File: src/hdl/bfra_pkg.sv
`timescale 1ns / 1ps
// ----------------------------------------------------------------------------
// bfra_pkg
// shared types, constants and helpers of the best-fit range allocator
// ----------------------------------------------------------------------------
package bfra_pkg;

    localparam int MAX_RANGES = 64;
    localparam int ADDR_BITS  = 32;
    localparam int IDX_W      = $clog2(MAX_RANGES);
    localparam int CNT_W      = $clog2(MAX_RANGES + 1);
    localparam int DIV_CNT_W  = $clog2(ADDR_BITS + 1);

    localparam logic [1:0] ACT_INIT  = 2'd0;
    localparam logic [1:0] ACT_ALLOC = 2'd1;
    localparam logic [1:0] ACT_FREE  = 2'd2;

    localparam logic [1:0] ST_OK    = 2'd0;
    localparam logic [1:0] ST_NOFIT = 2'd1;
    localparam logic [1:0] ST_FULL  = 2'd2;

    typedef struct packed {
        logic [1:0]           action;
        logic [ADDR_BITS-1:0] req_size;
        logic [ADDR_BITS-1:0] req_align;
        logic [ADDR_BITS-1:0] free_offset;
    } req_t;

    typedef struct packed {
        logic [1:0]           status;
        logic [ADDR_BITS-1:0] alloc_offset;
        logic [ADDR_BITS-1:0] alloc_size;
        logic [ADDR_BITS-1:0] usable_offset;
        logic [ADDR_BITS-1:0] largest_free;
    } result_t;

    typedef struct packed {
        logic [ADDR_BITS-1:0] start;
        logic [ADDR_BITS-1:0] len;
    } entry_t;

    typedef enum logic [4:0] {
        OP_NONE,
        OP_INIT,
        OP_ACCEPT,
        OP_LSTART,
        OP_LREAD,
        OP_LCHK,
        OP_AREAD,
        OP_DIVSTART,
        OP_ACHK,
        OP_ADEC,
        OP_RMREAD,
        OP_RMWRITE,
        OP_BREAD,
        OP_BCMP,
        OP_FREAD,
        OP_FCMP,
        OP_FDEC,
        OP_IREAD,
        OP_IWRITE
    } dp_op_t;

    typedef struct packed {
        dp_op_t op;
    } cmd_t;

    typedef struct packed {
        logic [1:0] action;
        logic       size_zero;
        logic       align_zero;
        logic       idx_lt_cnt;
        logic       idx1_lt_cnt;
        logic       idx_gt_pos;
        logic       div_done;
        logic       found;
        logic       need_eq;
        logic       cur_gt;
        logic       start_lt_off;
        logic       mprev;
        logic       mnext;
        logic       full;
    } stat_t;

    function automatic logic [ADDR_BITS-1:0] sat_add(input logic [ADDR_BITS-1:0] a,
                                                     input logic [ADDR_BITS-1:0] b);
        logic [ADDR_BITS:0] s;
        s = {1'b0, a} + {1'b0, b};
        return s[ADDR_BITS] ? {ADDR_BITS{1'b1}} : s[ADDR_BITS-1:0];
    endfunction

endpackage

File: src/hdl/bfra_ctrl.sv
`timescale 1ns / 1ps
// ----------------------------------------------------------------------------
// bfra_ctrl
// sequencer for init, best-fit scan, free-position scan, table shifts and largest-range scan
// ----------------------------------------------------------------------------
module bfra_ctrl (
    input  logic            clk,
    input  logic            rst_n,
    input  logic            start,
    output logic            busy,
    output logic            done,
    output bfra_pkg::cmd_t  cmd,
    input  bfra_pkg::stat_t stat
);

    typedef enum logic [21:0] {
        S_RESET    = 22'h000001,
        S_IDLE     = 22'h000002,
        S_DISPATCH = 22'h000004,
        S_INIT     = 22'h000008,
        S_L_START  = 22'h000010,
        S_L_RD     = 22'h000020,
        S_L_CHK    = 22'h000040,
        S_DONE     = 22'h000080,
        S_A_RD     = 22'h000100,
        S_A_DIV    = 22'h000200,
        S_A_WAIT   = 22'h000400,
        S_A_CHK    = 22'h000800,
        S_A_DEC    = 22'h001000,
        S_RM_RD    = 22'h002000,
        S_RM_WR    = 22'h004000,
        S_B_RD     = 22'h008000,
        S_B_CMP    = 22'h010000,
        S_F_RD     = 22'h020000,
        S_F_CMP    = 22'h040000,
        S_F_DEC    = 22'h080000,
        S_I_RD     = 22'h100000,
        S_I_WR     = 22'h200000
    } state_t;

    state_t state_reg, state_next;

    assign busy = (state_reg != S_IDLE);
    assign done = (state_reg == S_DONE);

    always_comb
    begin
        state_next = state_reg;
        cmd.op     = bfra_pkg::OP_NONE;
        case (state_reg)
            S_RESET:
            begin
                cmd.op     = bfra_pkg::OP_INIT;
                state_next = S_IDLE;
            end
            S_IDLE:
            begin
                if (start)
                begin
                    cmd.op     = bfra_pkg::OP_ACCEPT;
                    state_next = S_DISPATCH;
                end
            end
            S_DISPATCH:
            begin
                case (stat.action)
                    bfra_pkg::ACT_INIT:  state_next = S_INIT;
                    bfra_pkg::ACT_ALLOC: state_next = S_A_RD;
                    bfra_pkg::ACT_FREE:  state_next = stat.size_zero ? S_L_START : S_F_RD;
                    default:             state_next = S_L_START;
                endcase
            end
            S_INIT:
            begin
                cmd.op     = bfra_pkg::OP_INIT;
                state_next = S_L_START;
            end
            S_L_START:
            begin
                cmd.op     = bfra_pkg::OP_LSTART;
                state_next = S_L_RD;
            end
            S_L_RD:
            begin
                cmd.op     = bfra_pkg::OP_LREAD;
                state_next = stat.idx_lt_cnt ? S_L_CHK : S_DONE;
            end
            S_L_CHK:
            begin
                cmd.op     = bfra_pkg::OP_LCHK;
                state_next = S_L_RD;
            end
            S_DONE:
            begin
                state_next = S_IDLE;
            end
            S_A_RD:
            begin
                cmd.op     = bfra_pkg::OP_AREAD;
                state_next = stat.idx_lt_cnt ? S_A_DIV : S_A_DEC;
            end
            S_A_DIV:
            begin
                if (stat.align_zero)
                    state_next = S_A_CHK;
                else
                begin
                    cmd.op     = bfra_pkg::OP_DIVSTART;
                    state_next = S_A_WAIT;
                end
            end
            S_A_WAIT:
            begin
                if (stat.div_done)
                    state_next = S_A_CHK;
            end
            S_A_CHK:
            begin
                cmd.op     = bfra_pkg::OP_ACHK;
                state_next = S_A_RD;
            end
            S_A_DEC:
            begin
                cmd.op = bfra_pkg::OP_ADEC;
                if (!stat.found)
                    state_next = S_L_START;
                else if (stat.need_eq)
                    state_next = S_RM_RD;
                else
                    state_next = S_B_RD;
            end
            S_RM_RD:
            begin
                cmd.op     = bfra_pkg::OP_RMREAD;
                state_next = stat.idx1_lt_cnt ? S_RM_WR : S_L_START;
            end
            S_RM_WR:
            begin
                cmd.op     = bfra_pkg::OP_RMWRITE;
                state_next = S_RM_RD;
            end
            S_B_RD:
            begin
                cmd.op     = bfra_pkg::OP_BREAD;
                state_next = stat.idx1_lt_cnt ? S_B_CMP : S_L_START;
            end
            S_B_CMP:
            begin
                cmd.op     = bfra_pkg::OP_BCMP;
                state_next = stat.cur_gt ? S_B_RD : S_L_START;
            end
            S_F_RD:
            begin
                cmd.op     = bfra_pkg::OP_FREAD;
                state_next = stat.idx_lt_cnt ? S_F_CMP : S_F_DEC;
            end
            S_F_CMP:
            begin
                cmd.op     = bfra_pkg::OP_FCMP;
                state_next = stat.start_lt_off ? S_F_RD : S_F_DEC;
            end
            S_F_DEC:
            begin
                cmd.op = bfra_pkg::OP_FDEC;
                if (stat.mprev && stat.mnext)
                    state_next = S_RM_RD;
                else if (stat.mprev || stat.mnext || stat.full)
                    state_next = S_L_START;
                else
                    state_next = S_I_RD;
            end
            S_I_RD:
            begin
                cmd.op     = bfra_pkg::OP_IREAD;
                state_next = stat.idx_gt_pos ? S_I_WR : S_L_START;
            end
            S_I_WR:
            begin
                cmd.op     = bfra_pkg::OP_IWRITE;
                state_next = S_I_RD;
            end
            default:
            begin
                state_next = S_IDLE;
            end
        endcase
    end

    always_ff @(posedge clk or negedge rst_n)
    begin
        if (!rst_n)
            state_reg <= S_RESET;
        else
            state_reg <= state_next;
    end

endmodule

File: config.mk
export PLATFORM = sky130hd
export DESIGN_NAME = bfra_ctrl
export DESIGN_NICKNAME = d
export VERILOG_FILES = /design/src/hdl/bfra_pkg.sv /design/src/hdl/bfra_ctrl.sv
export SDC_FILE = /design/constraint.sdc
export NUM_CORES = 1
export LEC_CHECK = 0
export ABC_CLOCK_PERIOD_IN_PS = 4500
export BUFFER_PORTS_ARGS = -buffer_cell sky130_fd_sc_hd__buf_2
export CAP_MARGIN = 40
export CORE_ASPECT_RATIO = 1.2
export CORE_MARGIN = 4
export CORE_UTILIZATION = 31
export CTS_CLUSTER_DIAMETER = 40
export DETAILED_ROUTE_END_ITERATION = 16
export PLACE_DENSITY = 0.47
export SLEW_MARGIN = 20
export SYNTH_ARGS = -nofsm -noshare
export SYNTH_HDL_FRONTEND = slang
export SYNTH_SLANG_ARGS = --single-unit
File: constraint.sdc
create_clock -name clk -period 4.5 [get_ports clk]
set_clock_uncertainty 0.15 [all_clocks]
set_input_delay 0.9 -clock clk [delete_from_list [all_inputs] [get_ports clk]]
set_output_delay 0.9 -clock clk [all_outputs]
set_load 0.01 [all_outputs]
-- Yosys cells after proc, flatten, opt, wreduce, memory -nomap -nowiden
Index checks and enable logic that the tools add are counted.
- reduce and logical (&&, ||, !) cells: 7
- multiplexer cells: 21
- bitwise logic cells: 0
- divide/modulo/power cells: 0
- multiply operators: 0
- equal/unequal tests: 27
- shift-type cells: 0
- add/sub/neg operators: 0
- magnitude comparators: 0
- operators with widths (operator ; number):
    $pmux W22 S19 ; 1
    $pmux W5 S18 ; 1
    $mux W22 ; 3
    $pmux W18 S3 ; 1
    $mux W16 ; 3
    $mux W21 ; 2
    $mux W20 ; 2
    $eq A22 B1 Y1 const B ; 1
    $eq A22 B10 Y1 const B ; 1
    $eq A22 B11 Y1 const B ; 1
    $eq A22 B12 Y1 const B ; 1
    $eq A22 B13 Y1 const B ; 1
    $eq A22 B14 Y1 const B ; 1
    $eq A22 B15 Y1 const B ; 1
    $eq A22 B16 Y1 const B ; 1
    $eq A22 B17 Y1 const B ; 1
    $eq A22 B18 Y1 const B ; 1
    $eq A22 B19 Y1 const B ; 1
    $eq A22 B2 Y1 const B ; 1
    $eq A22 B20 Y1 const B ; 1
    $eq A22 B21 Y1 const B ; 1
    $eq A22 B22 Y1 const B ; 1
    $eq A22 B3 Y1 const B ; 1
    $eq A22 B4 Y1 const B ; 1
    22 further kinds ; 25
- logic and storage cells: 56
- memories: 0
- output and inout bits: 7
- bits in latches: 0
- bits in writable memories: 0
- memory bits (read-only): 0
- bits of input ports: 18
- bits in registers: 22

-- Depth between registers and ports, before layout
- depth in word-level cells: 5
- gate-level depth with buffers: 7
- mapped depth without buffers: 5

-- Least setup slack after synthesis
Ideal clock, no wire load.
- kind: flip-flop to output port
- start point: register state_reg[12]
- end point: output port cmd[0] (netlist bit)
- slack: 1.695 ns
- cell stages (with the launch flop): 6
- buffers on the path: 1
- required time: 3.450 ns
- arrival: 1.755 ns
- cell sequence: dfrtp_1 buf_2 or4_1 or3_1 and4b_1 nand4_1
- RTL lines (element ; line ; RTL):
    start: declaration ; bfra_ctrl.sv:41 ; state_t state_reg, state_next;
    start signal: assignment ; bfra_ctrl.sv:194 ; state_reg <= state_next;
    end: declaration ; bfra_ctrl.sv:12 ; output bfra_pkg::cmd_t cmd,

==> impl_metrics.ini <==
[placed_design]
pre_cts_ws_ns = 1.144
gp_congestion = 0.8227
portBuffers = 24
hpwl_um = 3564

[finish]
final_nets = 217
fillers = 514
antenna_cells = 0
final_common_cell = buf_2
mostFrequentLayoutCells = buf_2, nor2_1, dfrtp_1
drive_gt1_frac = 0.2071
syn2layout_area_growth_pct = 14.38
largest_register_ffs = 22

[floorplan]
dieHeight_um = 86.09
rows = 28
ios = 25
core_area_um2 = 4940
die_area_um2 = 6291
initial_utilization = 0.3189
die_w_um = 73.08

[synthesis]
syn_area_per_cell_um2 = 9.001
synth_cell_type_count = 48
synthArstFlopShare = 1.000
synth_nets = 193
ys_warn_count = 0
synth_ff_type = dfrtp_1
ys_seq_area_frac = 0.3503
ys_ff_latch = 22
synth_area_um2 = 1575
synth-edff-count = 0
netlist_instances = 175

[clock_network]
hold_buffers = 0
clkSlewWorstSetupHoldPaths_ns = 0.09
clock-root-buffer = clkbuf_8
clk_path_buf_depth = 2
cts_max_level = 1
cts_tree = built
insertion_delay_ns = 0.27
ctsResizeCount = 0
cts_setup_buffers = 0
cts_inserted_buffers = 3
clock-sinks = 22

[global_route]
grt_max_degree = 23
grt_pass1_vias = 1450
overflow = 0
grt_pass1_wl_um = 7217
grt_use_total = 0.1485
antenna_found_initial = 0

[detailed_routing]
vias_per_cell = 5.826
avgRoutedWirePerCell_um = 17.72
firstDrtPassIters = 5
vias = 1503
wl_um = 4572
drt_iter0_drc = 88
remaining_drc_errors = 0
ant_nets = 0

[sta]
finalCritPeriodShare = 0.8189
drv_slew = 0
hold_viol = 0
timing.fmax_mhz = 271.4
fin_setup_tns_ns = 0
grt_setup_unrepaired = no
period_needed_ns = 3.685
setup_slack_ns = 0.8148
worst_pin_slew_ns = 0.6060
setup_viol = 0
relSlewSlack = 0.5929

[critical_path]
critPathKind = flop to primary output
worstSetupStartpointType = flop
cp_cell_sequence = nor4_4, nand3_2, nor3_1, and4b_1, nand4_1, buf_2
required_ns = 3.45
arrival_ns = 2.64
path_buf_inv = 1
cp_max_fo = 11
critPathMaxStageDelay_ns = 0.60
critPathSlowestCell = nor3_1
cp-end-kind = primary output
crit_family = simple AND/OR/NAND/NOR gates

[pwr]
leakagePower_uw = 0.0008131
max-vdd-ir-drop_v = 0.00008238
powerDensity_nw_per_um2 = 226.1

[run_status]
status = finished, final reports clean

[worst_hold_path]
min-delay-path-class = flop to flop

[flow_run]
max-cap-violations = 0
[cells in the mapped netlist (2+ instances only)]
master,number,area share
nand4b_1,3,0.017
o211ai_1,2,0.0095
o21ai_0,2,0.0064
a211oi_1,2,0.0095
nand4_1,4,0.016
o2111ai_1,2,0.011
or3_1,5,0.020
a21oi_1,4,0.013
or2_2,2,0.0079
and4b_1,2,0.013
dfrtp_1,21,0.33
o32a_1,2,0.013
xnor2_1,4,0.022
buf_2,4,0.013
nand3_2,2,0.013
inv_1,5,0.012
xor2_1,4,0.022
nand2b_1,2,0.0079
nor4_4,5,0.068
nand2_1,11,0.026
nor3_1,10,0.032
nand3b_1,3,0.014
nand3_1,11,0.035
nor4b_1,10,0.056
nor2b_1,4,0.016
or4b_1,2,0.013
nor2_1,22,0.052
o21ai_1,2,0.0064
nor4_1,2,0.0079
or4_1,2,0.0095
or2_1,2,0.0079
[metal layers]
| metal | wire length (µm) | vias up | GRT usage |
|---|---|---|---|
| li1 | - | 710 | - |
| met1 | 1930 | 732 | 0.1836 |
| met2 | 2213 | 46 | 0.2457 |
| met3 | 244 | 15 | 0.02462 |
| met4 | 184 | 0 | 0.07215 |
| met5 | 0 | - | 0 |
[final timing paths]
path                                    from      endpoint  slack, ns  depth (start not counted)
worst min register to register  state_reg[7]  state_reg[5]       0.45                          1
worst max-delay path            state_reg[9]        cmd[0]       0.81                          6
min in group asynchronous              rst_n  state_reg[3]       0.46                          1
worst max register to register  state_reg[9]  state_reg[1]       2.07                          5
worst min-delay path            state_reg[7]  state_reg[5]       0.45                          1
max in group asynchronous              rst_n  state_reg[7]       3.37                          1
[power by group]
part / total (µW) / internal, µW / leakage, µW / switching [µW]
registers: 206 / 201 / 0.000300 / 5.11
logic: 55.4 / 21.4 / 0.000485 / 34.0
clock network: 146 / 78.1 / 0.0000288 / 68.0
[per-stage QoR]
step	hold slack [ns]	instances	power, µW	instance area (µm²)	utilization
after floorplan	0.3851	175	239.8	1575	-
after detailed placement	0.4446	254	265.7	1747	0.3536
after global placement	0.4316	254	265.0	1747	0.3536
after global routing	0.4914	258	425.9	1802	0.3647
final	0.4507	258	407.4	1802	0.3647
after CTS	0.4569	258	413.7	1802	0.3647
[cell type report]
cell class / instances / area, µm² / area share
Sequential cell: 22 / 551.8 / 0.3062
Multi-Input combinational cell: 142 / 977.2 / 0.5424
Inverter: 6 / 22.52 / 0.01250
Timing Repair Buffer: 24 / 120.1 / 0.06667
Tap cell: 60 / 75.07 / 0.04167
Clock buffer: 4 / 55.05 / 0.03056
[kinds of logic (layout without fill, tap and decap cells)]
family                 Yosys count  count (layout)  synth area share
AND/OR/NAND/NOR                110             110            0.4678
XOR/XNOR                         8               8           0.04448
buffers and inverters           11              34           0.02939
flip-flops                      22              22            0.3503
other                            1               1          0.002381
AO/OA/AOI/OAI                   23              23            0.1056
No activity file was read; power rests on OpenSTA's default activity.
